**src/hdl/ost_pkg.sv**
```systemverilog
// package: types, constants and corner tables for the octahedron tessellator
`timescale 1ns / 1ps
`default_nettype none
package ost_pkg;
  localparam int UnitW = 16;
  localparam int PosW = 17;
  localparam int LevelW = 2;
  localparam int RadiusW = 16;
  localparam int CfgW = 16;
  localparam int MaxLevelDef = 2;
  localparam logic signed [UnitW-1:0] UnitOne = 16'sd16384;

  localparam logic [0:0] CfgLevel = 1'b0;
  localparam logic [0:0] CfgRadius = 1'b1;

  typedef logic signed [UnitW-1:0] coord_t;
  typedef struct packed {
    coord_t x;
    coord_t y;
    coord_t z;
  } vec_t;
  typedef struct packed {
    vec_t a;
    vec_t b;
    vec_t c;
  } tri_t;

  // datapath commands
  typedef enum logic [2:0] {
    OP_NONE,
    OP_LOAD,
    OP_MIDS,
    OP_CHILD,
    OP_EMIT
  } op_e;

  typedef struct packed {
    op_e       op;
    logic [1:0] depth;
    logic [1:0] child;
    logic [1:0] vsel;
    logic       last;
  } cmd_t;

  typedef struct packed {
    logic busy;
    logic out_full;
  } sts_t;

  function automatic vec_t corner(input logic [2:0] k);
    vec_t v;
    v = '0;
    case (k)
      3'd0: v.z = UnitOne;
      3'd1: v.x = UnitOne;
      3'd2: v.y = UnitOne;
      3'd3: v.x = -UnitOne;
      3'd4: v.y = -UnitOne;
      3'd5: v.z = -UnitOne;
      default: v = '0;
    endcase
    return v;
  endfunction

  function automatic tri_t face_tri(input logic [2:0] f);
    tri_t t;
    case (f)
      3'd0: t = '{corner(3'd0), corner(3'd1), corner(3'd2)};
      3'd1: t = '{corner(3'd0), corner(3'd2), corner(3'd3)};
      3'd2: t = '{corner(3'd0), corner(3'd3), corner(3'd4)};
      3'd3: t = '{corner(3'd0), corner(3'd4), corner(3'd1)};
      3'd4: t = '{corner(3'd5), corner(3'd2), corner(3'd1)};
      3'd5: t = '{corner(3'd5), corner(3'd3), corner(3'd2)};
      3'd6: t = '{corner(3'd5), corner(3'd4), corner(3'd3)};
      default: t = '{corner(3'd5), corner(3'd1), corner(3'd4)};
    endcase
    return t;
  endfunction
endpackage
`default_nettype wire

```
**src/hdl/ost_if.sv**
```systemverilog
// valid/ready channel interfaces for face and vertex transactions
`timescale 1ns / 1ps
`default_nettype none
interface ost_face_if;
  logic       valid;
  logic       ready;
  logic [2:0] face;
  modport source(output valid, output face, input ready);
  modport sink(input valid, input face, output ready);
endinterface

interface ost_vert_if;
  logic               valid;
  logic               ready;
  logic signed [16:0] pos_x;
  logic signed [16:0] pos_y;
  logic signed [16:0] pos_z;
  logic               last;
  modport source(output valid, output pos_x, output pos_y, output pos_z, output last,
                 input ready);
  modport sink(input valid, input pos_x, input pos_y, input pos_z, input last,
               output ready);
endinterface
`default_nettype wire

```
**src/hdl/ost_datapath.sv**
```systemverilog
// datapath: triangle stack, midpoint normalizer, radius scaling, output register
`timescale 1ns / 1ps
`default_nettype none
module ost_datapath
  import ost_pkg::*;
#(
  parameter int MaxLevel = MaxLevelDef
) (
  input  wire                clk_i,
  input  wire                rst_ni,
  input  wire cmd_t          cmd_i,
  input  wire [2:0]          face_i,
  input  wire [RadiusW-1:0]  radius_i,
  output sts_t               sts_o,
  output logic               out_valid_o,
  input  wire                out_ready_i,
  output logic signed [PosW-1:0] pos_x_o,
  output logic signed [PosW-1:0] pos_y_o,
  output logic signed [PosW-1:0] pos_z_o,
  output logic               out_last_o
);
  localparam int Depth = MaxLevel + 1;
  localparam int DW = (Depth > 1) ? $clog2(Depth) : 1;

  tri_t stack_q [Depth];
  vec_t mid_q [3];
  vec_t sum_q;
  logic [1:0] midx_q;

  // unit state
  typedef enum logic [2:0] {
    U_IDLE, U_SQ, U_SQRT, U_DIV, U_STORE, U_SCALE, U_SCALE2
  } ustate_e;
  ustate_e u_q;

  logic [34:0] acc_q;       // sum of squares (max 3*2^30)
  logic [34:0] rem_q;
  logic [35:0] root_q;      // partial root runs as wide as the trial bit
  logic [35:0] bit_q;
  logic [1:0]  comp_q;
  logic [5:0]  cnt_q;
  logic [31:0] dnum_q;      // 2*|s|*2^14 + L numerator
  logic [31:0] drem_q;
  logic [16:0] quo_q;
  logic        neg_q;
  coord_t      res_q [3];
  vec_t        ev_q;
  logic signed [33:0] prod_q;
  logic        last_q;

  logic [DW-1:0] dep;
  assign dep = cmd_i.depth[DW-1:0];

  function automatic coord_t comp_of(input vec_t v, input logic [1:0] k);
    case (k)
      2'd0: return v.x;
      2'd1: return v.y;
      default: return v.z;
    endcase
  endfunction

  tri_t cur;
  assign cur = stack_q[dep];

  vec_t sum_a, sum_b;
  always_comb begin
    case (midx_q)
      2'd0: begin sum_a = cur.a; sum_b = cur.b; end
      2'd1: begin sum_a = cur.a; sum_b = cur.c; end
      default: begin sum_a = cur.c; sum_b = cur.b; end
    endcase
  end

  logic signed [16:0] s_comp;
  assign s_comp = 17'(comp_of(sum_q, comp_q));   // sums fit 16 bits signed
  logic [16:0] s_mag;
  assign s_mag = s_comp[16] ? 17'(-s_comp) : s_comp;
  logic [33:0] s_sq;
  assign s_sq = s_mag * s_mag;

  logic [35:0] trial;
  assign trial = {1'b0, rem_q} - (root_q + bit_q);

  logic [32:0] dtrial;
  logic [31:0] dsh;
  assign dsh = {drem_q[30:0], dnum_q[31]};
  assign dtrial = {1'b0, dsh} - {14'd0, root_q[17:0], 1'b0};

  logic signed [16:0] ev_comp;
  assign ev_comp = 17'(comp_of(ev_q, comp_q));

  logic [33:0] pmag;
  assign pmag = prod_q[33] ? 34'(-prod_q) : 34'(prod_q);
  logic [33:0] prnd;
  assign prnd = (pmag + 34'd8192) >> 14;

  assign sts_o.busy = (u_q != U_IDLE);
  assign sts_o.out_full = out_valid_o;

  always_ff @(posedge clk_i or negedge rst_ni) begin
    if (!rst_ni) begin
      u_q <= U_IDLE;
      out_valid_o <= 1'b0;
      midx_q <= '0;
      comp_q <= '0;
      cnt_q <= '0;
    end else begin
      if (out_valid_o && out_ready_i) out_valid_o <= 1'b0;
      unique case (u_q)
        U_IDLE: begin
          unique case (cmd_i.op)
            OP_LOAD: stack_q[0] <= face_tri(face_i);
            OP_MIDS: begin midx_q <= 2'd0; u_q <= U_SQ; end
            OP_CHILD: begin
              unique case (cmd_i.child)
                2'd0: stack_q[dep+DW'(1)] <= '{cur.a, mid_q[0], mid_q[1]};
                2'd1: stack_q[dep+DW'(1)] <= '{cur.c, mid_q[1], mid_q[2]};
                2'd2: stack_q[dep+DW'(1)] <= '{cur.b, mid_q[2], mid_q[0]};
                default: stack_q[dep+DW'(1)] <= '{mid_q[2], mid_q[1], mid_q[0]};
              endcase
            end
            OP_EMIT: begin
              case (cmd_i.vsel)
                2'd0: ev_q <= cur.b;
                2'd1: ev_q <= cur.a;
                default: ev_q <= cur.c;
              endcase
              last_q <= cmd_i.last;
              comp_q <= 2'd0;
              u_q <= U_SCALE;
            end
            default: ;
          endcase
        end
        U_SQ: begin
          // form the sum, then accumulate squares one component a cycle
          if (cnt_q == 6'd0) begin
            sum_q.x <= sum_a.x + sum_b.x;
            sum_q.y <= sum_a.y + sum_b.y;
            sum_q.z <= sum_a.z + sum_b.z;
            acc_q <= '0;
            comp_q <= 2'd0;
            cnt_q <= 6'd1;
          end else begin
            acc_q <= acc_q + 35'(s_sq);
            if (comp_q == 2'd2) begin
              cnt_q <= '0;
              rem_q <= acc_q + 35'(s_sq);
              root_q <= '0;
              bit_q <= 36'd1 << 34;
              u_q <= U_SQRT;
            end else comp_q <= comp_q + 2'd1;
          end
        end
        U_SQRT: begin
          if (!trial[35]) begin
            rem_q <= trial[34:0];
            root_q <= (root_q >> 1) + bit_q;
          end else root_q <= root_q >> 1;
          bit_q <= bit_q >> 2;
          if (bit_q == 36'd1) begin
            comp_q <= 2'd0;
            cnt_q <= 6'd0;
            u_q <= U_DIV;
          end
        end
        U_DIV: begin
          // q = (2|s|*2^14 + L) / (2L), restoring, 32 bits
          if (cnt_q == 6'd0) begin
            dnum_q <= {s_mag[16:0], 15'd0} + {14'd0, root_q[17:0]};
            drem_q <= '0;
            neg_q <= s_comp[16];
            quo_q <= '0;
            cnt_q <= 6'd1;
          end else begin
            dnum_q <= dnum_q << 1;
            if (!dtrial[32]) begin
              drem_q <= dtrial[31:0];
              quo_q <= {quo_q[15:0], 1'b1};
            end else begin
              drem_q <= dsh;
              quo_q <= {quo_q[15:0], 1'b0};
            end
            if (cnt_q == 6'd32) begin
              cnt_q <= '0;
              u_q <= U_STORE;
            end else cnt_q <= cnt_q + 6'd1;
          end
        end
        U_STORE: begin
          if (root_q == '0) res_q[comp_q] <= '0;
          else if (quo_q > 17'd16384) res_q[comp_q] <= neg_q ? -UnitOne : UnitOne;
          else res_q[comp_q] <= neg_q ? -coord_t'(quo_q[15:0]) : coord_t'(quo_q[15:0]);
          if (comp_q == 2'd2) begin
            mid_q[midx_q] <= '{res_q[0], res_q[1],
                (root_q == '0) ? coord_t'(0) :
                (quo_q > 17'd16384) ? (neg_q ? -UnitOne : UnitOne) :
                (neg_q ? -coord_t'(quo_q[15:0]) : coord_t'(quo_q[15:0]))};
            if (midx_q == 2'd2) u_q <= U_IDLE;
            else begin midx_q <= midx_q + 2'd1; u_q <= U_SQ; end
          end else begin
            comp_q <= comp_q + 2'd1;
            u_q <= U_DIV;
          end
        end
        U_SCALE: begin
          prod_q <= ev_comp * $signed({1'b0, radius_i});
          u_q <= U_SCALE2;
        end
        U_SCALE2: begin
          res_q[comp_q] <= coord_t'(0);
          case (comp_q)
            2'd0: pos_x_o <= prod_q[33] ? -PosW'(prnd) : PosW'(prnd);
            2'd1: pos_y_o <= prod_q[33] ? -PosW'(prnd) : PosW'(prnd);
            default: pos_z_o <= prod_q[33] ? -PosW'(prnd) : PosW'(prnd);
          endcase
          if (comp_q == 2'd2) begin
            out_valid_o <= 1'b1;
            out_last_o <= last_q;
            u_q <= U_IDLE;
          end else begin
            comp_q <= comp_q + 2'd1;
            u_q <= U_SCALE;
          end
        end
        default: u_q <= U_IDLE;
      endcase
    end
  end
endmodule
`default_nettype wire

```
**src/hdl/ost_ctrl.sv**
```systemverilog
// controller: depth-first traversal sequencer issuing datapath commands
`timescale 1ns / 1ps
`default_nettype none
module ost_ctrl
  import ost_pkg::*;
#(
  parameter int MaxLevel = MaxLevelDef
) (
  input  wire               clk_i,
  input  wire               rst_ni,
  input  wire               in_valid_i,
  output logic              in_ready_o,
  input  wire [LevelW-1:0]  level_i,
  input  wire sts_t         sts_i,
  output cmd_t              cmd_o
);
  typedef enum logic [2:0] {
    S_IDLE, S_DESCEND, S_WAIT, S_CHILD, S_EMIT, S_EWAIT, S_ASCEND
  } state_e;
  state_e state_q;
  logic [1:0] depth_q, lvl_q, vsel_q;
  logic [1:0] pos_q [3];

  logic all_max;
  always_comb begin
    all_max = 1'b1;
    for (int i = 0; i < 3; i++)
      if (2'(i) < lvl_q && pos_q[i] != 2'd3) all_max = 1'b0;
  end

  assign in_ready_o = (state_q == S_IDLE);

  always_ff @(posedge clk_i or negedge rst_ni) begin
    if (!rst_ni) begin
      state_q <= S_IDLE;
      depth_q <= '0;
      lvl_q <= '0;
      vsel_q <= '0;
      cmd_o <= '{OP_NONE, 2'd0, 2'd0, 2'd0, 1'b0};
      for (int i = 0; i < 3; i++) pos_q[i] <= '0;
    end else begin
      cmd_o.op <= OP_NONE;
      unique case (state_q)
        S_IDLE: if (in_valid_i) begin
          cmd_o.op <= OP_LOAD;
          lvl_q <= (level_i > 2'(MaxLevel)) ? 2'(MaxLevel) : level_i;
          depth_q <= '0;
          for (int i = 0; i < 3; i++) pos_q[i] <= '0;
          state_q <= S_DESCEND;
        end
        S_DESCEND: begin
          cmd_o.depth <= depth_q;
          if (depth_q < lvl_q) begin
            cmd_o.op <= OP_MIDS;
            state_q <= S_WAIT;
          end else begin
            vsel_q <= 2'd0;
            state_q <= S_EMIT;
          end
        end
        S_WAIT: if (cmd_o.op == OP_NONE && !sts_i.busy) state_q <= S_CHILD;
        S_CHILD: begin
          cmd_o.op <= OP_CHILD;
          cmd_o.child <= pos_q[depth_q];
          depth_q <= depth_q + 2'd1;
          state_q <= S_DESCEND;
        end
        S_EMIT: if (!sts_i.out_full && !sts_i.busy) begin
          cmd_o.op <= OP_EMIT;
          cmd_o.vsel <= vsel_q;
          cmd_o.depth <= depth_q;
          cmd_o.last <= (vsel_q == 2'd2) && all_max;
          state_q <= S_EWAIT;
        end
        S_EWAIT: if (cmd_o.op == OP_NONE && !sts_i.busy) begin
          if (vsel_q == 2'd2) state_q <= S_ASCEND;
          else begin vsel_q <= vsel_q + 2'd1; state_q <= S_EMIT; end
        end
        S_ASCEND: begin
          if (depth_q == 2'd0) state_q <= S_IDLE;
          else begin
            depth_q <= depth_q - 2'd1;
            if (pos_q[depth_q - 2'd1] < 2'd3) begin
              pos_q[depth_q - 2'd1] <= pos_q[depth_q - 2'd1] + 2'd1;
              pos_q[depth_q] <= '0;
              state_q <= S_DESCEND;
            end else pos_q[depth_q - 2'd1] <= '0;
          end
        end
        default: state_q <= S_IDLE;
      endcase
    end
  end
endmodule
`default_nettype wire

```
**src/hdl/octahedron_sphere_tessellator.sv**
```systemverilog
// top level: octahedron face to sphere mesh vertex generator
//
// usage: one transaction on face_in names an octahedron face; the block
// subdivides it level times (capped at MaxLevel) and emits 3*4^level
// vertex transactions on vert_out, last set on the final one of the face.
// config writes (index 0 level, index 1 radius in Q8.8) are for the user to
// make only while idle; the block itself does not enforce it.
// a face is accepted only when the previous face has finished.
// each midpoint squares the summed components, takes the square root and
// runs the rounded divisions (one restoring divider shared by all
// components); three midpoints per subdivision step. each vertex then
// goes through the scaling multiplier.
// a vertex sits in the output register until taken; the sequencer waits
// while it is full. reset clears level to 0 and radius to 1.0, no sweep.
`timescale 1ns / 1ps
`default_nettype none
module octahedron_sphere_tessellator
  import ost_pkg::*;
#(
  parameter int MaxLevel = MaxLevelDef
) (
  input  wire              clk_i,
  input  wire              rst_ni,
  input  wire              cfg_we_i,
  input  wire [0:0]        cfg_idx_i,
  input  wire [CfgW-1:0]   cfg_data_i,
  ost_face_if.sink         face_in,
  ost_vert_if.source       vert_out
);
  logic [LevelW-1:0]  level_q;
  logic [RadiusW-1:0] radius_q;
  logic [2:0]         face_q;
  cmd_t cmd;
  sts_t sts;

  always_ff @(posedge clk_i or negedge rst_ni) begin
    if (!rst_ni) begin
      level_q <= '0;
      radius_q <= 16'd256;
    end else if (cfg_we_i) begin
      unique case (cfg_idx_i)
        CfgLevel: level_q <= cfg_data_i[LevelW-1:0];
        CfgRadius: radius_q <= cfg_data_i;
        default: ;
      endcase
    end
  end

  // face is captured with the transaction, the load follows in the next cycle
  always_ff @(posedge clk_i or negedge rst_ni) begin
    if (!rst_ni) begin
      face_q <= '0;
    end else if (face_in.valid && face_in.ready) begin
      face_q <= face_in.face;
    end
  end

  ost_ctrl #(.MaxLevel(MaxLevel)) u_ctrl (
    .clk_i, .rst_ni,
    .in_valid_i(face_in.valid), .in_ready_o(face_in.ready),
    .level_i(level_q), .sts_i(sts), .cmd_o(cmd)
  );

  ost_datapath #(.MaxLevel(MaxLevel)) u_dp (
    .clk_i, .rst_ni, .cmd_i(cmd), .face_i(face_q), .radius_i(radius_q),
    .sts_o(sts), .out_valid_o(vert_out.valid), .out_ready_i(vert_out.ready),
    .pos_x_o(vert_out.pos_x), .pos_y_o(vert_out.pos_y), .pos_z_o(vert_out.pos_z),
    .out_last_o(vert_out.last)
  );

  a_no_accept_busy: assert property (@(posedge clk_i) disable iff (!rst_ni)
    face_in.ready |-> !sts.busy) else $error("face accepted while datapath busy");
  a_out_hold: assert property (@(posedge clk_i) disable iff (!rst_ni)
    vert_out.valid && !vert_out.ready |=> vert_out.valid && $stable(vert_out.pos_x))
    else $error("vertex changed while stalled");
endmodule
`default_nettype wire

```
**src/flat_wrapper.sv**
```systemverilog
// flat-port wrapper written by rule: the top's interface ports become plain ports
module octahedron_sphere_tessellator_flat import ost_pkg::*;
#(
  parameter int MaxLevel = MaxLevelDef
)
  (clk_i, rst_ni, cfg_we_i, cfg_idx_i, cfg_data_i, face_in_valid, face_in_face, face_in_ready, vert_out_valid, vert_out_pos_x, vert_out_pos_y, vert_out_pos_z, vert_out_last, vert_out_ready);
  ost_face_if face_in_i ();
  ost_vert_if vert_out_i ();
  input  wire clk_i;
  input  wire rst_ni;
  input  wire cfg_we_i;
  input  wire [0:0] cfg_idx_i;
  input  wire [CfgW-1:0] cfg_data_i;
  input wire logic [$bits(face_in_i.valid)-1:0] face_in_valid;
  input wire logic [$bits(face_in_i.face)-1:0] face_in_face;
  output wire logic [$bits(face_in_i.ready)-1:0] face_in_ready;
  output wire logic [$bits(vert_out_i.valid)-1:0] vert_out_valid;
  output wire logic [$bits(vert_out_i.pos_x)-1:0] vert_out_pos_x;
  output wire logic [$bits(vert_out_i.pos_y)-1:0] vert_out_pos_y;
  output wire logic [$bits(vert_out_i.pos_z)-1:0] vert_out_pos_z;
  output wire logic [$bits(vert_out_i.last)-1:0] vert_out_last;
  input wire logic [$bits(vert_out_i.ready)-1:0] vert_out_ready;
  assign face_in_i.valid = face_in_valid;
  assign face_in_i.face = face_in_face;
  assign face_in_ready = face_in_i.ready;
  assign vert_out_valid = vert_out_i.valid;
  assign vert_out_pos_x = vert_out_i.pos_x;
  assign vert_out_pos_y = vert_out_i.pos_y;
  assign vert_out_pos_z = vert_out_i.pos_z;
  assign vert_out_last = vert_out_i.last;
  assign vert_out_i.ready = vert_out_ready;
  octahedron_sphere_tessellator #(.MaxLevel(MaxLevel)) u_core (.clk_i(clk_i), .rst_ni(rst_ni), .cfg_we_i(cfg_we_i), .cfg_idx_i(cfg_idx_i), .cfg_data_i(cfg_data_i), .face_in(face_in_i), .vert_out(vert_out_i));
endmodule
```
**config.mk**
```make
export PLATFORM = sky130hd
export DESIGN_NAME = octahedron_sphere_tessellator_flat
export DESIGN_NICKNAME = d
export VERILOG_FILES = /design/src/hdl/ost_pkg.sv /design/src/hdl/ost_if.sv /design/src/hdl/ost_datapath.sv /design/src/hdl/ost_ctrl.sv /design/src/hdl/octahedron_sphere_tessellator.sv /design/src/flat_wrapper.sv
export SDC_FILE = /design/constraint.sdc
export NUM_CORES = 2
export LEC_CHECK = 0
export BUFFER_PORTS_ARGS = -buffer_cell sky130_fd_sc_hd__buf_2
export CAP_MARGIN = 25
export CORE_UTILIZATION = 55
export CTS_BUF_LIST = sky130_fd_sc_hd__clkbuf_8
export DETAILED_ROUTE_END_ITERATION = 8
export PLACE_DENSITY = 0.71
export SYNTH_ARGS = -nofsm -noshare
export SYNTH_HDL_FRONTEND = slang
export SYNTH_HIERARCHICAL = 1
export SYNTH_SLANG_ARGS = --single-unit
```
**constraint.sdc**
```tcl
create_clock -name clk_i -period 14.2 [get_ports clk_i]
set_input_delay 0.71 -clock clk_i [delete_from_list [all_inputs] [get_ports clk_i]]
set_output_delay 0.71 -clock clk_i [all_outputs]
set_load 0.02 [all_outputs]
```
Word level (Yosys, flattened, before mapping)
Memories as Yosys holds them, arrays and structs flattened.
Index checks and enable logic that the tools add are counted.
{"block": "totals", "output_inout_bits": 54, "wordCells": 361, "ff_bits": 465, "ram_bits": 624, "in_bits": 25, "memories": 3}
{"block": "op_classes", "n_mux": 141, "n_bitwise": 14, "order_cmp": 11, "add_sub_neg": 22, "n_reduce_logical": 72, "n_eq_ne": 55, "n_mul": 2}
{"memory": "u_core.u_dp.stack_q", "words": 3, "word_bits": 144, "rd": 1, "rd_clocked_by_memory_dff": 0, "write_ports": 1, "line": "ost_datapath.sv:25", "source": "tri_t stack_q [Depth];"}
{"memory": "u_core.u_dp.mid_q", "words": 3, "word_bits": 48, "rd": 3, "rd_clocked_by_memory_dff": 0, "write_ports": 1, "line": "ost_datapath.sv:26", "source": "vec_t mid_q [3];"}
{"memory": "u_core.u_dp.res_q", "words": 3, "word_bits": 16, "rd": 2, "rd_clocked_by_memory_dff": 0, "write_ports": 1, "line": "ost_datapath.sv:46", "source": "coord_t res_q [3];"}
{"operator": "two-way mux 144 bit", "n": 6}
{"operator": "case mux 112 bit (7 select lines)", "n": 1}
{"operator": "two-way mux 36 bit", "n": 5}
{"operator": "case mux 36 bit (2 select lines)", "n": 2}
{"operator": "OR reduction 144 bit", "n": 1}
{"operator": "two-way mux 16 bit", "n": 7}
{"operator": "two-way mux 35 bit", "n": 3}
{"operator": "two-way mux 48 bit", "n": 2}
{"operator": "case mux 48 bit (2 select lines)", "n": 1}
{"operator": "case mux 35 bit (2 select lines)", "n": 1}
{"operator": "case mux 16 bit (2 select lines)", "n": 2}
{"operator": "two-way mux 31 bit", "n": 2}
{"operator": "adder 16 bit", "n": 3}
{"operator": "two-way mux 6 bit", "n": 8}
{"operator": "two-way mux 1 bit", "n": 45}
{"operator": "two-way mux 2 bit", "n": 22}
{"operator": "two-way mux 3 bit", "n": 14}
{"operator": "case mux 3 bit (7 select lines)", "n": 2}
{"operator": "adder 35 x 36 -> 36 bit", "n": 1}
{"operator": "adder 36 bit", "n": 1}
{"operator": "equality test 36 x 1 -> 1 bit (second input constant)", "n": 1}
{"operator": "zero test 36 bit", "n": 1}
{"operator": "inequality test 2 bit (second input constant)", "n": 18}
{"operator": "subtractor 35 x 36 -> 36 bit", "n": 1}
{"operator": "63 further kinds", "n": 167}

Logic depth before layout (Yosys ltp)
{"block": "depth", "ltp_word": 11, "mapped_depth": 39, "depth_no_buf": 35}

Cells and area by module
Netlist, hierarchy kept.
{"module": "ost_datapath", "seq_area_each_um2": 30199.0, "n_inst": 1, "area_per_inst_um2": 68210.4, "cells_each": 6179}
{"module": "ost_ctrl", "seq_area_each_um2": 625.6, "n_inst": 1, "area_per_inst_um2": 1448.9, "cells_each": 148}
{"module": "octahedron_sphere_tessellator", "seq_area_each_um2": 526.8, "n_inst": 1, "area_per_inst_um2": 828.3, "cells_each": 46}

Worst setup path before layout
Ideal clock, no wire load.
{"block": "synth_path", "kind": "register -> register", "from": "register u_core.u_dp.u_q[0]", "to": "memory u_core/u_dp/stack_q[2][0] in the netlist's numbering, enable pin", "path_stages_with_launch": 6, "synth_period_minus_slack_ns": 12.681, "setup_ns": 0.855, "required_time_ns": 13.345, "arrival_time_ns": 11.826, "path_slack_ns": 1.519, "n_path_buf": 1, "path_cell_list": "dfrtp_1 nor3_1 and4b_1 nand2_1 clkbuf_1 nor3b_1"}
{"block": "synth_via", "elab_chain_len": 9, "elab_cells_between_ends": 22, "classes_between": "mux (12); bitwise (3); reduce/logical (7)"}
{"item": "start, declared", "line": "ost_datapath.sv:34", "source": "ustate_e u_q;"}
{"item": "start signal, assigned", "line": "ost_datapath.sv:102", "source": "u_q <= U_IDLE;"}
{"item": "start signal, assigned", "line": "ost_datapath.sv:113", "source": "OP_MIDS: begin midx_q <= 2'd0; u_q <= U_SQ; end"}
{"item": "start signal, assigned", "line": "ost_datapath.sv:130", "source": "u_q <= U_SCALE;"}
{"item": "zero test 3 bit (*)", "line": "ost_datapath.sv:109", "source": "unique case (u_q)"}
{"item": "two-way mux 1 bit", "line": "ost_datapath.sv:109"}
{"item": "logical AND 1 bit, on equally long branches", "line": "ost_datapath.sv:116, ost_datapath.sv:117"}
{"item": "two-way mux 1 bit, on equally long branches", "line": "ost_datapath.sv:116, ost_datapath.sv:117"}
{"item": "bitwise OR 1 bit (no source line) (3 in series)"}
{"item": "OR reduction 144 bit (no source line)"}
{"item": "two-way mux 2 bit (no source line) or two-way mux 1 bit (tied branches)"}
{"item": "end, declared", "line": "ost_datapath.sv:25"}
Every way passes the cells marked *; elsewhere a longest branch is shown, timed or not.

Worst setup path after layout
{"block": "layout_path", "from": "register u_core.u_dp.comp_q[0]", "to": "register u_core.u_dp.rem_q[31], data pin"}
{"block": "layout_via", "elab_chain_len": 9, "elab_cells_between_ends": 10, "classes_between": "add/sub (2); mul (1); eq/ne (1); mux (5); reduce/logical (1)"}
{"item": "start, declared", "line": "ost_datapath.sv:40", "source": "logic [1:0] comp_q;"}
{"item": "start signal, assigned", "line": "ost_datapath.sv:152", "source": "end else comp_q <= comp_q + 2'd1;"}
{"item": "start signal, assigned", "line": "ost_datapath.sv:202", "source": "comp_q <= comp_q + 2'd1;"}
{"item": "start signal, assigned", "line": "ost_datapath.sv:222", "source": "comp_q <= comp_q + 2'd1;"}
{"item": "equality test 2 x 1 -> 1 bit or zero test 2 bit (tied branches)", "line": "ost_datapath.sv:55", "source": "case (k)"}
{"item": "case mux 16 bit (2 select lines) (*)", "line": "ost_datapath.sv:55"}
{"item": "negator 16 -> 17 bit", "line": "ost_datapath.sv:77", "source": "assign s_mag = s_comp[16] ? 17'(-s_comp) : s_comp;"}
{"item": "two-way mux 17 bit (*)", "line": "ost_datapath.sv:77"}
{"item": "multiplier 17 x 17 -> 34 bit (*)", "line": "ost_datapath.sv:79", "source": "assign s_sq = s_mag * s_mag;"}
{"item": "adder 35 x 34 -> 35 bit (*)", "line": "ost_datapath.sv:148", "source": "rem_q <= acc_q + 35'(s_sq);"}
{"item": "two-way mux 35 bit (*)", "line": "ost_datapath.sv:146", "source": "if (comp_q == 2'd2) begin"}
{"item": "two-way mux 35 bit (*)", "line": "ost_datapath.sv:137", "source": "if (cnt_q == 6'd0) begin"}
{"item": "case mux 35 bit (2 select lines) (*)", "line": "ost_datapath.sv:109"}
{"item": "end signal, assigned", "line": "ost_datapath.sv:148"}
{"item": "end signal, assigned", "line": "ost_datapath.sv:157", "source": "rem_q <= trial[34:0];"}
{"item": "end, declared", "line": "ost_datapath.sv:37", "source": "logic [34:0] rem_q;"}
Every way passes the cells marked *; elsewhere a longest branch is shown, timed or not. The select of a mux whose other input is x is not followed.
A chain may end at the register's enable or synchronous reset.

==> flow_summary.toml <==
[run_status]
status = "complete, no violations"

[job]
drv_cap = 0

[critical_path]
worstPathArrival_ps = 11860
cp.required_ps = 14830
crit_path_top_delay_cell = "xnor2_1"
cp-start-kind = "flop"
slowest_delay_ps = 880
rrSetupSlack_ps = 2970
worstSetupEndpointType = "flop"
cp_common_cell = "fa_1"
crit_fanout = 27
path_class = "flop to flop"

[yosys]
ys_warn_count = 6
yosys-top-cells-count = "994 x edfxtp_1, 802 x inv_1, 758 x nor2_1"
yosys.area.top_type = "edfxtp_1"
netlist_instances = 6373
synth-edff-count = 994
syn_area_um2 = 70490
synth_top_area_share_pct = 42.35
yosys.cell_types.count = 100
synth_area_leaders = "edfxtp_1 42%, fa_1 12%, ha_1 6.9%, mux2i_1 5.7%, inv_1 4.3%"
ys_seq_elements = 1054
async_reset_ff_share_pct = 5.693
postSynthAreaPerCell_um2 = 11.06
ys_seq_area_share_pct = 44.48
synth_ff_type = "edfxtp_1"
synth_most_common_cell = "edfxtp_1"

[timing]
maxSlewViolCount = 0
fin_setup_tns_ps = 0
fmax_ghz = 0.08907
layout_min_cycle_time_ps = 11230
maxSlewHeadroom_pct = 15.02
holdWs_ps = 88.01
skew_ps = 82.89
setup_viol = 0
tightest_slew_ps = 1275
timing.final.hold_violations = 0
layout_setup_ws_ps = 2973
rsz0062_at_grt = "false"
fin_crit_sh_pct = 79.06

[final_layout]
final_net_count = 7337
drive_gt1_share_pct = 7.871
stdcell_area_um2 = 76430
syn_to_final_growth_pct = 8.430

[global_route]
busiest_layer = "met2"
antenna_found_initial = 5
grt_use_met3_pct = 4.295
grt-ovfl-total = 0
grt_max_degree = 163
grt_pass1_wl_um = 265300
grt_use_total_pct = 26.13
met2_usage_pct = 43.32
grtUsageMet1_pct = 35.44
grt_pass1_vias = 48550

[floorplan]
coreArea_um2 = 126400
start_util_pct = 55.77
die-area_um2 = 129600
die_h_um = 360.0
chipWidth_um = 360.0
ios = 79
row_count = 130

[detailed_routing]
drtIter0Drc = 3859
vias_per_cell = 5.729
routed_wirelength_um = 167300
firstDrtPassIters = 8
ant_nets = 0
drc = 0
detail_route.wl_per_cell_um = 20.20
vias = 47460

[place]
globalplace.congestion = 0.9044
port_buffers = 78
post-dp-hpwl_um = 113600
post_dp_cell_area_um2 = 72740
post-place-ws_ps = 3074

[clock_network]
root_buffer = "clkbuf_8"
clock_latency_ps = 960
cts_tree = "yes"
clock_sinks = 1054
clk_path_buf_depth = 3
cts.reportedPaths.clkPinSlew_ps = 60
numCtsBuffers = 176
h-tree-depth = 4
cts_resized = 0

[worst_hold_path]
min_path_type = "input port to flop"
-- repair_timing --
item	4_1_cts	5_1_grt
endpoints found under the hold margin	79	0
hold buffers	19	0
setup buffers	0	0
-- sequential cells by signal, summed over array words and instances (netlist names), 10 cells and up --
register,count
u_core/u_dp/acc_q,35
u_core/u_dp/quo_q,17
u_core/u_dp/rem_q,35
u_core/u_dp/mid_q,144
u_core/u_dp/drem_q,31
u_core/u_dp/pos_x_o,17
u_core/u_ctrl/cmd_o,10
u_core/u_dp/bit_q,18
u_core/u_dp/dnum_q,32
u_core/u_dp/stack_q,432
u_core/u_dp/res_q,32
u_core/u_dp/prod_q,32
u_core/u_dp/sum_q,48
u_core/u_dp/ev_q,48
u_core/u_dp/root_q,36
u_core/u_dp/pos_z_o,17
u_core/radius_q,16
u_core/u_dp/pos_y_o,17
-- logic make-up (layout without fill, tap and decap cells) --
group                      Yosys count  after routing  share of synthesized area (%)
other                                2             40                        0.01065
xor gates and xnor gates           274            274                          3.467
DFF                               1054           1054                          44.48
AOI/OAI and AO/OA                 1006           1006                          8.586
adders and majority gates          829            829                          19.38
muxes                              478            478                          7.716
and+or+nand+nor                   1653           1653                          10.59
buffers and inverters             1077           1299                          5.769
-- critical path: cells and delay by family, from the launching register on --
| kind | cells | cell delay [ps] |
|---|---|---|
| compound gates | 11 | 2270 |
| xor+xnor | 2 | 1060 |
| fa+ha+maj | 8 | 4170 |
| buf+inv | 7 | 1910 |
| flops | 1 | 400 |
| simple gates | 5 | 1110 |
-- routing by layer --
metal	vias to the layer above	part of all wire (%)	routed length, um
met5	-	0	0
met4	0	2.3	3913
met3	246	6.7	11270
met2	1554	48	80080
met1	23570	43	72070
li1	22080	-	-
-- cell type report --
cell class	count	area, um^2
fill	10310	49950
multi-input combinational	4279	35320
sequential	1054	31370
inverter	810	3040
clock buffer	182	2505
tap	1650	2064
timing repair buffer	162	1225
clock inverter	145	899.6
antenna	1	2.502
-- through the flow --
| stage | cells | utilization [%] |
|---|---|---|
| after floorplan | 6410 | - |
| after global placement | 7929 | 57.50 |
| after detailed placement | 7932 | 57.55 |
| after CTS | 8278 | 60.40 |
| after global routing | 8283 | 60.47 |
| final | 8283 | 60.47 |
-- layout by cell type (no fill, tap or decap), types with 39 or more instances in the layout --
master / n
and2_1: 123
buf_4: 56
edfxtp_1: 994
nand2_1: 392
xnor2_1: 182
ha_1: 390
conb_1: 39
clkinv_1: 49
nor2b_1: 80
buf_2: 77
clkbuf_8: 182
a21o_1: 63
nand3_1: 54
fa_1: 438
mux4_2: 46
dfrtp_1: 53
inv_1: 856
xor2_1: 88
a21oi_1: 448
o21ai_0: 202
mux2i_1: 399
nor2_1: 755
nor3_1: 40
-- final timing paths --
path,from,to,depth (start not counted)
worst max-delay path,u_core/u_dp/comp_q[0],u_core/u_dp/rem_q[31],33
worst min-delay path,face_in_face[1],u_core/face_q[1],2
worst max register to register,u_core/u_dp/comp_q[0],u_core/u_dp/rem_q[31],33
worst min register to register,u_core/u_dp/last_q,u_core/u_dp/out_last_o,0
max in group asynchronous,rst_ni,u_core/u_ctrl/cmd_o[5],2
min in group asynchronous,rst_ni,u_core/radius_q[3],2
Power is left out: the tool's default activity adds up to more than one toggle a clock period on the data nets, which glitch-free logic cannot reach.
